File: src/hdl/radial_spotlight_dimmer_macros.svh
// Assertion macros for the radial spotlight dimmer.
// RSD_ASSERT_NOW checks a condition at every clock edge outside reset.
// RSD_ASSERT_NEXT checks that a condition holds in the cycle after a trigger.
`ifndef RADIAL_SPOTLIGHT_DIMMER_MACROS_SVH
`define RADIAL_SPOTLIGHT_DIMMER_MACROS_SVH
`ifndef SYNTHESIS
`define RSD_ASSERT_NOW(lbl, clk, rst, cond) \
   lbl: assert property (@(posedge clk) disable iff (rst) (cond)) \
      else $error("assertion failed");
`define RSD_ASSERT_NEXT(lbl, clk, rst, trig, cond) \
   lbl: assert property (@(posedge clk) disable iff (rst) (trig) |=> (cond)) \
      else $error("assertion failed");
`else
`define RSD_ASSERT_NOW(lbl, clk, rst, cond)
`define RSD_ASSERT_NEXT(lbl, clk, rst, trig, cond)
`endif
`endif

File: src/hdl/rsd_pkg.sv
package rsd_pkg;

   localparam int CENTER_BITS = 14;
   localparam int CHAN_BITS   = 8;
   localparam int DELTA_BITS  = 15;
   localparam int MAG_BITS    = 14;
   localparam int SQ_BITS     = 2 * MAG_BITS;
   localparam int SUM_BITS    = SQ_BITS + 1;
   localparam int ROOT_BITS   = 8;
   localparam int RAD_BITS    = 2 * ROOT_BITS;
   localparam int REM_BITS    = ROOT_BITS + 2;
   localparam int PROD_BITS   = 2 * CHAN_BITS;
   localparam int QUOT_BITS   = PROD_BITS - 3;
   localparam int RECIP_SHIFT = 17;
   localparam int RECIP_BITS  = 2 * QUOT_BITS;
   localparam int FRONT_STAGES = 3;
   localparam int CELL_COUNT   = ROOT_BITS;
   localparam int SCALE_STAGES = 2;
   localparam int STAGE_COUNT  = FRONT_STAGES + CELL_COUNT + SCALE_STAGES;

   localparam logic [ROOT_BITS-1:0] SPOT_RADIUS = ROOT_BITS'(200);
   localparam logic [SUM_BITS-1:0]  FAR_LIMIT   = SUM_BITS'(200 * 200);
   // floor(q / 25) == (q * 5243) >> 17 for every q below 8192
   localparam logic [QUOT_BITS-1:0] RECIP_25    = QUOT_BITS'(5243);

   typedef enum logic [0:0] {
      CSR_CENTER_X = 1'b0,
      CSR_CENTER_Y = 1'b1
   } csr_index_type;

   typedef struct packed {
      logic [CHAN_BITS-1:0] red;
      logic [CHAN_BITS-1:0] green;
      logic [CHAN_BITS-1:0] blue;
   } rgb_type;

   typedef struct packed {
      logic                 valid;
      logic                 far;
      logic [REM_BITS-1:0]  rem;
      logic [ROOT_BITS-1:0] root;
      logic [RAD_BITS-1:0]  rad;
      rgb_type              rgb;
   } root_stage_type;

endpackage

File: src/hdl/rsd_front.sv
module rsd_front #(
   parameter int COORD_BITS = 12
) (
   input  logic                                clock,
   input  logic                                reset,
   input  logic [rsd_pkg::FRONT_STAGES-1:0]    advance,
   input  logic                                in_valid,
   input  logic [COORD_BITS-1:0]               pos_x,
   input  logic [COORD_BITS-1:0]               pos_y,
   input  rsd_pkg::rgb_type                    rgb,
   input  logic [rsd_pkg::CENTER_BITS-1:0]     center_x,
   input  logic [rsd_pkg::CENTER_BITS-1:0]     center_y,
   output logic [rsd_pkg::FRONT_STAGES-1:0]    busy,
   output rsd_pkg::root_stage_type             out_stage
);

   localparam int DB = rsd_pkg::DELTA_BITS;
   localparam int MB = rsd_pkg::MAG_BITS;
   localparam int SB = rsd_pkg::SQ_BITS;
   localparam int UB = rsd_pkg::SUM_BITS;

   logic [DB-1:0] diff_x, diff_y;
   logic [MB-1:0] mag_x_in, mag_y_in;
   logic [UB-1:0] sum_in;

   logic             a_valid_ff, b_valid_ff, c_valid_ff;
   logic [MB-1:0]    a_mx_ff, a_my_ff;
   rsd_pkg::rgb_type a_rgb_ff, b_rgb_ff, c_rgb_ff;
   logic [SB-1:0]    b_sqx_ff, b_sqy_ff;
   logic [UB-1:0]    c_sum_ff;

   always_comb begin
      diff_x = DB'(pos_x) - DB'(signed'(center_x));
      diff_y = DB'(pos_y) - DB'(signed'(center_y));
      mag_x_in = diff_x[DB-1] ? MB'(~diff_x + DB'(1)) : diff_x[MB-1:0];
      mag_y_in = diff_y[DB-1] ? MB'(~diff_y + DB'(1)) : diff_y[MB-1:0];
      sum_in = UB'(b_sqx_ff) + UB'(b_sqy_ff);
   end

   always_ff @(posedge clock) begin
      if (reset) begin
         a_valid_ff <= 1'b0;
         b_valid_ff <= 1'b0;
         c_valid_ff <= 1'b0;
      end else begin
         if (advance[0]) a_valid_ff <= in_valid;
         if (advance[1]) b_valid_ff <= a_valid_ff;
         if (advance[2]) c_valid_ff <= b_valid_ff;
      end
   end

   always_ff @(posedge clock) begin
      if (advance[0]) begin
         a_mx_ff  <= mag_x_in;
         a_my_ff  <= mag_y_in;
         a_rgb_ff <= rgb;
      end
      if (advance[1]) begin
         b_sqx_ff <= SB'(a_mx_ff) * SB'(a_mx_ff);
         b_sqy_ff <= SB'(a_my_ff) * SB'(a_my_ff);
         b_rgb_ff <= a_rgb_ff;
      end
      if (advance[2]) begin
         c_sum_ff <= sum_in;
         c_rgb_ff <= b_rgb_ff;
      end
   end

   assign busy = {c_valid_ff, b_valid_ff, a_valid_ff};

   always_comb begin
      out_stage       = '0;
      out_stage.valid = c_valid_ff;
      out_stage.far   = c_sum_ff >= rsd_pkg::FAR_LIMIT;
      out_stage.rad   = c_sum_ff[rsd_pkg::RAD_BITS-1:0];
      out_stage.rgb   = c_rgb_ff;
   end

endmodule

File: src/hdl/rsd_root_cell.sv
`include "radial_spotlight_dimmer_macros.svh"

module rsd_root_cell (
   input  logic                    clock,
   input  logic                    reset,
   input  logic                    advance,
   input  rsd_pkg::root_stage_type in_stage,
   output rsd_pkg::root_stage_type out_stage
);

   localparam int RB = rsd_pkg::ROOT_BITS;
   localparam int EB = rsd_pkg::REM_BITS;
   localparam int WB = EB + 2;
   localparam int AB = rsd_pkg::RAD_BITS;

   logic [WB-1:0] cur, trial, diff;
   logic          fits;
   rsd_pkg::root_stage_type stage_in, stage_ff;

   always_comb begin
      cur   = {in_stage.rem, in_stage.rad[AB-1 -: 2]};
      trial = {2'b00, in_stage.root, 2'b01};
      fits  = cur >= trial;
      diff  = cur - trial;
      stage_in      = in_stage;
      stage_in.rem  = fits ? diff[EB-1:0] : cur[EB-1:0];
      stage_in.root = {in_stage.root[RB-2:0], fits};
      stage_in.rad  = {in_stage.rad[AB-3:0], 2'b00};
   end

   always_ff @(posedge clock) begin
      if (reset) begin
         stage_ff.valid <= 1'b0;
      end else if (advance) begin
         stage_ff <= stage_in;
      end
   end

   assign out_stage = stage_ff;

   `RSD_ASSERT_NOW(a_rem_bound, clock, reset,
      !stage_ff.valid || (stage_ff.rem <= EB'({stage_ff.root, 1'b0})))

endmodule

File: src/hdl/rsd_scale.sv
`include "radial_spotlight_dimmer_macros.svh"

module rsd_scale (
   input  logic                                clock,
   input  logic                                reset,
   input  logic [rsd_pkg::SCALE_STAGES-1:0]    advance,
   input  rsd_pkg::root_stage_type             in_stage,
   output logic [rsd_pkg::SCALE_STAGES-1:0]    busy,
   output rsd_pkg::rgb_type                    rgb_out
);

   localparam int CB = rsd_pkg::CHAN_BITS;
   localparam int PB = rsd_pkg::PROD_BITS;
   localparam int QB = rsd_pkg::QUOT_BITS;
   localparam int XB = rsd_pkg::RECIP_BITS;
   localparam int SH = rsd_pkg::RECIP_SHIFT;

   logic [CB-1:0] factor;
   logic [XB-1:0] qr_red, qr_green, qr_blue;

   logic             p_valid_ff, o_valid_ff, p_zero_ff;
   logic [PB-1:0]    p_red_ff, p_green_ff, p_blue_ff;
   rsd_pkg::rgb_type o_rgb_ff;

   always_comb begin
      factor   = in_stage.far ? '0 : CB'(rsd_pkg::SPOT_RADIUS - in_stage.root);
      qr_red   = XB'(p_red_ff[PB-1:3])   * XB'(rsd_pkg::RECIP_25);
      qr_green = XB'(p_green_ff[PB-1:3]) * XB'(rsd_pkg::RECIP_25);
      qr_blue  = XB'(p_blue_ff[PB-1:3])  * XB'(rsd_pkg::RECIP_25);
   end

   always_ff @(posedge clock) begin
      if (reset) begin
         p_valid_ff <= 1'b0;
         o_valid_ff <= 1'b0;
      end else begin
         if (advance[0]) p_valid_ff <= in_stage.valid;
         if (advance[1]) o_valid_ff <= p_valid_ff;
      end
   end

   always_ff @(posedge clock) begin
      if (advance[0]) begin
         p_red_ff   <= PB'(in_stage.rgb.red)   * PB'(factor);
         p_green_ff <= PB'(in_stage.rgb.green) * PB'(factor);
         p_blue_ff  <= PB'(in_stage.rgb.blue)  * PB'(factor);
         p_zero_ff  <= factor == '0;
      end
      if (advance[1]) begin
         o_rgb_ff.red   <= qr_red[SH +: CB];
         o_rgb_ff.green <= qr_green[SH +: CB];
         o_rgb_ff.blue  <= qr_blue[SH +: CB];
      end
   end

   assign busy    = {o_valid_ff, p_valid_ff};
   assign rgb_out = o_rgb_ff;

   `RSD_ASSERT_NEXT(a_far_dark, clock, reset, advance[1] && p_valid_ff && p_zero_ff,
      o_valid_ff && (o_rgb_ff == '0))

endmodule

File: src/hdl/radial_spotlight_dimmer.sv
// Radial spotlight dimmer: darkens each pixel by its distance from a set center.
// Input channel req_*: one pixel per item with coordinates and red, green, blue.
// Result channel rsp_*: one dimmed pixel per input item, in input order.
// Both channels move an item at a clock edge with valid high and stall low.
// Configuration: csr_write with csr_index selects center_x or center_y and
// csr_data gives the signed 14-bit value; write only while no item is in flight.
// Pipeline of 13 stages: 3 stages form the squared distance, 8 square-root
// cells each settle one root bit, 2 stages scale the channels; it takes one
// item per cycle while the receiver does not stall.
// When the receiver stalls, the result holds and stages behind it keep
// filling any empty slots; req_stall rises only once every stage is full.
// Reset (synchronous) empties the pipeline and sets the center to (0, 0).
`include "radial_spotlight_dimmer_macros.svh"

module radial_spotlight_dimmer #(
   parameter int COORD_BITS = 12
) (
   input  logic                             clock,
   input  logic                             reset,
   input  logic                             req_valid,
   output logic                             req_stall,
   input  logic [COORD_BITS-1:0]            req_pos_x,
   input  logic [COORD_BITS-1:0]            req_pos_y,
   input  logic [rsd_pkg::CHAN_BITS-1:0]    req_red_in,
   input  logic [rsd_pkg::CHAN_BITS-1:0]    req_green_in,
   input  logic [rsd_pkg::CHAN_BITS-1:0]    req_blue_in,
   output logic                             rsp_valid,
   input  logic                             rsp_stall,
   output logic [rsd_pkg::CHAN_BITS-1:0]    rsp_red_out,
   output logic [rsd_pkg::CHAN_BITS-1:0]    rsp_green_out,
   output logic [rsd_pkg::CHAN_BITS-1:0]    rsp_blue_out,
   input  logic                             csr_write,
   input  rsd_pkg::csr_index_type           csr_index,
   input  logic [rsd_pkg::CENTER_BITS-1:0]  csr_data
);

   localparam int NS = rsd_pkg::STAGE_COUNT;
   localparam int NF = rsd_pkg::FRONT_STAGES;
   localparam int NC = rsd_pkg::CELL_COUNT;
   localparam int NK = rsd_pkg::SCALE_STAGES;

   logic [rsd_pkg::CENTER_BITS-1:0] center_x_ff, center_y_ff;
   logic [NS-1:0] busy, advance;
   rsd_pkg::rgb_type req_rgb, rsp_rgb;
   rsd_pkg::root_stage_type chain [NC+1];

   always_ff @(posedge clock) begin
      if (reset) begin
         center_x_ff <= '0;
         center_y_ff <= '0;
      end else if (csr_write) begin
         case (csr_index)
            rsd_pkg::CSR_CENTER_X: center_x_ff <= csr_data;
            rsd_pkg::CSR_CENTER_Y: center_y_ff <= csr_data;
            default: ;
         endcase
      end
   end

   // advance a stage when it is empty or the stage after it moves
   always_comb begin
      advance[NS-1] = !busy[NS-1] || !rsp_stall;
      for (int i = NS - 2; i >= 0; i--) begin
         advance[i] = !busy[i] || advance[i+1];
      end
   end

   assign req_rgb = '{red: req_red_in, green: req_green_in, blue: req_blue_in};

   rsd_front #(
      .COORD_BITS (COORD_BITS)
   ) u_front (
      .clock     (clock),
      .reset     (reset),
      .advance   (advance[NF-1:0]),
      .in_valid  (req_valid),
      .pos_x     (req_pos_x),
      .pos_y     (req_pos_y),
      .rgb       (req_rgb),
      .center_x  (center_x_ff),
      .center_y  (center_y_ff),
      .busy      (busy[NF-1:0]),
      .out_stage (chain[0])
   );

   for (genvar g = 0; g < NC; g++) begin : g_cell
      rsd_root_cell u_cell (
         .clock     (clock),
         .reset     (reset),
         .advance   (advance[NF+g]),
         .in_stage  (chain[g]),
         .out_stage (chain[g+1])
      );
      assign busy[NF+g] = chain[g+1].valid;
   end

   rsd_scale u_scale (
      .clock    (clock),
      .reset    (reset),
      .advance  (advance[NS-1 -: NK]),
      .in_stage (chain[NC]),
      .busy     (busy[NS-1 -: NK]),
      .rgb_out  (rsp_rgb)
   );

   assign req_stall     = !advance[0];
   assign rsp_valid     = busy[NS-1];
   assign rsp_red_out   = rsp_rgb.red;
   assign rsp_green_out = rsp_rgb.green;
   assign rsp_blue_out  = rsp_rgb.blue;

   `RSD_ASSERT_NOW(a_empty_out_takes, clock, reset, rsp_valid || !req_stall)

endmodule

File: config.mk
export PLATFORM = sky130hd
export DESIGN_NAME = radial_spotlight_dimmer
export DESIGN_NICKNAME = d
export VERILOG_FILES = /design/src/hdl/rsd_pkg.sv /design/src/hdl/rsd_front.sv /design/src/hdl/rsd_root_cell.sv /design/src/hdl/rsd_scale.sv /design/src/hdl/radial_spotlight_dimmer.sv
export VERILOG_INCLUDE_DIRS = /design/src /design/src/hdl
export SDC_FILE = /design/constraint.sdc
export NUM_CORES = 2
export LEC_CHECK = 0
export BUFFER_PORTS_ARGS = -buffer_cell sky130_fd_sc_hd__buf_2
export CAP_MARGIN = 20
export CORE_MARGIN = 4
export CORE_UTILIZATION = 35
export DETAILED_ROUTE_END_ITERATION = 10
export PLACE_DENSITY = 0.53
export SLEW_MARGIN = 20
export SYNTH_ARGS = -nofsm -noshare
export SYNTH_HDL_FRONTEND = slang
export SYNTH_SLANG_ARGS = --single-unit
File: constraint.sdc
create_clock -name clock -period 8.08 [get_ports clock]
set_clock_uncertainty 0.05 [all_clocks]
set_input_delay 1.616 -clock clock [delete_from_list [all_inputs] [get_ports clock]]
set_output_delay 1.616 -clock clock [all_outputs]
set_load 0.01 [all_outputs]
==> results by group <==
Status
  – Status: finished clean

Cells and area
  – NumNets Final: 5823
  – Fillers: 13.88k
  – Layout cells sized above 1: 0.06014
  – Commonest cells after routing, fill and taps aside: inv_1 (931), ha_1 (651), edfxtp_1 (601), fa_1 (508), nand2_1 (290)
  – Most common cell after layout, fill and taps aside: inv_1
  – Synth-to-Final Area Change: 10.55%

Floorplanning
  – Core area: 143800 µm²
  – Total die area: 151300 µm²
  – I/O Pins: 94
  – Initial Util: 0.3531
  – Row cnt: 139
  – Chip height: 388.9 µm
  – Die width: 388.9 µm

STA
  – Fmax: 149.7 MHz
  – Fin Setup TNS: 0 ns
  – Final min period: 6.682 ns
  – Final Setup Violations: 0
  – Pins Over Slew Limit: 0
  – Post-route clock period utilization: 0.8270
  – RSZ-0062 raised after global routing: no
  – Max-slew headroom: 0.4252
  – Worst hold slack: 0.3542 ns
  – Worst-Margin Slew: 0.8604 ns
  – Final Hold Fails: 0

Synthesis
  – #FFs+latches synth: 642
  – Mapped Area: 50790 µm²
  – Main synth FF type: edfxtp_1
  – Mapped Cells: 4475
  – Sequential share of the synthesized area: 0.3715
  – Post-synth EDFFs: about 600
  – Mapped Nets: 5702
  – Mapped Avg Cell Area: 11.35 µm²
  – Synth unique cells: 77
  – Async set-reset flop share out of synthesis: 0
  – Yosys warns: 0

Global route
  – Vias in the first global route: 31.80k
  – Global Route Usage Sum: 0.1286
  – Routing usage on met3: 0.02028
  – GRT overflow: 0
  – Initial antenna violation count: 5
  – First-pass GRT wire length: 159500 µm
  – Pin count of the biggest net entering global routing: 54
  – M2 GR Usage: 0.2322
  – Grt met1 use: 0.1599
  – Gr busiest metal: met2

Placement
  – Global placer's final weighted congestion: 0.8013
  – Final HPWL from detailed placement: approximately 76000 µm
  – Number of buffers added on ports: 93

Drt
  – DR vias/cell: 4.537
  – First DRT Iteration DRCs: 1070
  – 1st-pass router iterations: 5
  – DRC Markers: 0
  – Drt total wl: 93720 µm
  – DR WL/cell: 14.28 µm
  – Routed Antenna Nets: 0
  – Vias post-DR: 29.77k

Worst setup path
  – Setup crit start: u_front.a_my_ff[5]
  – Critical Path Stages: 23
  – CP max stage cell: edfxtp_1
  – RR Endpoint: u_front.b_sqy_ff[24]
  – Max incr delay on CP: 0.67 ns
  – Critical path arrival: 7.04 ns
  – Cell family with most CP delay: adder cells
  – Crit end category: register
  – Cell Chain, Critical Path: inv_1 -> nor2_1 -> ha_1 -> xnor2_1 -> fa_1 -> inv_1 -> fa_1 -> inv_1 -> fa_1 -> fa_1 -> inv_1 -> fa_1 -> inv_1 -> ha_1 -> o21a_1 -> nor2_1 -> o31a_1 -> nor2_1 -> a21boi_0 -> o21ai_0 -> a21oi_1 -> nor4_1 -> a311o_1
  – Critical Path RT: roughly 8.4 ns
  – R2R Setup Slk: between 1 and 1.5 ns
  – Crit-path max FO: 14
  – Critical path type: register to register
  – Buf/Inv on CP: 5
  – Reg2reg path depth: 23
  – Crit path launch type: register
  – Worst flop-to-flop path startpoint: u_front.a_my_ff[5]
  – CP Capture Point: u_front.b_sqy_ff[24]

CTS
  – Root buf cell: clkbuf_16
  – Latest clock arrival within the worst-skew pair: 0.66 ns
  – Total clock buffers created by CTS: 73
  – Cts hold-fix bufs: 0
  – Clk buf depth: 3
  – H-tree depth: 3
  – CTS tree: done
  – Post-CTS resize count: 0
  – Clock transition at the registers of the reported paths: 0.06 ns
  – Setup Buffers After CTS: 0
  – Clk sink count: 642

Worst hold path
  – Hold Crit Class: register to register

Run
  – Max cap viols: 0
[how the worst min path moves through the flow]
stage                                        start                             end  slack [ns]  cells after the start
floorplan                     u_front.out_stage[0]   g_cell[0].u_cell.out_stage[0]        0.35                      0
finish              g_cell[1].u_cell.out_stage[18]  g_cell[2].u_cell.out_stage[18]        0.35                      0
global route        g_cell[2].u_cell.out_stage[21]  g_cell[3].u_cell.out_stage[21]        0.36                      0
detailed placement            u_front.out_stage[3]   g_cell[0].u_cell.out_stage[3]        0.35                      0
CTS                 g_cell[1].u_cell.out_stage[18]  g_cell[2].u_cell.out_stage[18]        0.35                      0
global placement    g_cell[3].u_cell.out_stage[36]  g_cell[4].u_cell.out_stage[38]        0.35                      0
[sequential cells by signal, summed over array words and instances, names as in the netlist, 14 cells and up]
signal	cells
u_front.b_sqy_ff	27
u_front.a_mx_ff	14
u_front.a_my_ff	14
g_cell.u_cell.out_stage	363
u_front.c_sum_ff	29
u_front.a_rgb_ff	24
center_x_ff	14
u_front.out_stage	24
center_y_ff	14
u_front.b_sqx_ff	27
u_scale.rgb_out	24
u_front.b_rgb_ff	24
[layer usage]
metal  part of all wire  up-vias
li1                   -    14907
met1               0.43    14456
met4              0.027        4
met5            0.00028        -
met3              0.026      124
met2               0.51      277
[cell type report]
class	instances	area, µm²	share of cell area
repair buffers	116	658.1	0.01172
diodes	2	5.005	0.00008914
inverters	932	3498	0.06231
multi-input cells	2831	28260	0.5033
flip-flops and latches	642	18870	0.3360
clock inverters	47	595.6	0.01061
well taps	1903	2381	0.04241
clock buffers	88	1883	0.03354
[synthesized netlist by cell type (7+ instances only)]
cell type	n	area, µm²
ha_1	651	8145
and3_1	17	106.4
o211ai_1	9	67.56
nand2_1	291	1092
or3_1	8	50.05
dfxtp_1	41	820.8
o21ai_0	98	490.5
inv_1	932	3498
nor4_1	16	100.1
clkbuf_1	65	244.0
mux2_2	7	78.83
nor2_1	204	765.7
nand3_1	37	185.2
a211oi_1	12	90.09
o21a_1	33	247.7
nand4_1	11	68.82
nand2b_1	29	181.4
edfxtp_1	601	18050
nor3_1	49	245.2
fa_1	508	10170
a21oi_1	148	740.7
a21boi_0	18	135.1
o41ai_1	8	70.07
or4_1	7	52.55
a21o_1	56	420.4
a31o_2	8	70.07
nor2b_1	40	250.2
or2_2	13	81.33
a31oi_1	17	106.4
and2_1	218	1364
o21bai_1	11	82.58
xnor2_1	163	1428
xor2_1	53	464.2
[kinds of logic (layout without fill, tap and decap cells)]
family,count (synthesis),after routing,synth area share
DFF,642,642,0.3715
and+or+nand+nor,965,965,0.09364
buffers and inverters,1002,1183,0.07410
muxes,10,10,0.002143
AOI/OAI and AO/OA,480,480,0.06068
adders and majority gates,1159,1159,0.3606
xor gates and xnor gates,216,216,0.03725
other,1,3,0.00007384
[worst reg2reg max path, stage by stage, from the launching register on]
cell,delay [ns]
edfxtp_1,0.67
inv_1,0.20
nor2_1,0.25
ha_1,0.29
xnor2_1,0.15
fa_1,0.52
inv_1,0.06
fa_1,0.53
inv_1,0.05
fa_1,0.45
fa_1,0.49
inv_1,0.05
fa_1,0.49
inv_1,0.04
ha_1,0.35
o21a_1,0.14
nor2_1,0.04
o31a_1,0.29
nor2_1,0.08
a21boi_0,0.32
o21ai_0,0.20
a21oi_1,0.33
nor4_1,0.09
a311o_1,0.32
[stage by stage]
stage	area, µm²	instances	setup WS (ns)	util
3_3_place_gp	53640	6423	1.502	0.3729
4_1_cts	56120	6558	1.380	0.3902
3_5_place_dp	53640	6423	1.414	0.3729
5_1_grt	56150	6561	0.9029	0.3904
6_report	56150	6561	1.398	0.3904
2_1_floorplan	50790	4475	1.177	-
Power is not shown: default switching activity piles up to over one toggle a cycle in this logic, so the estimate is an artifact.
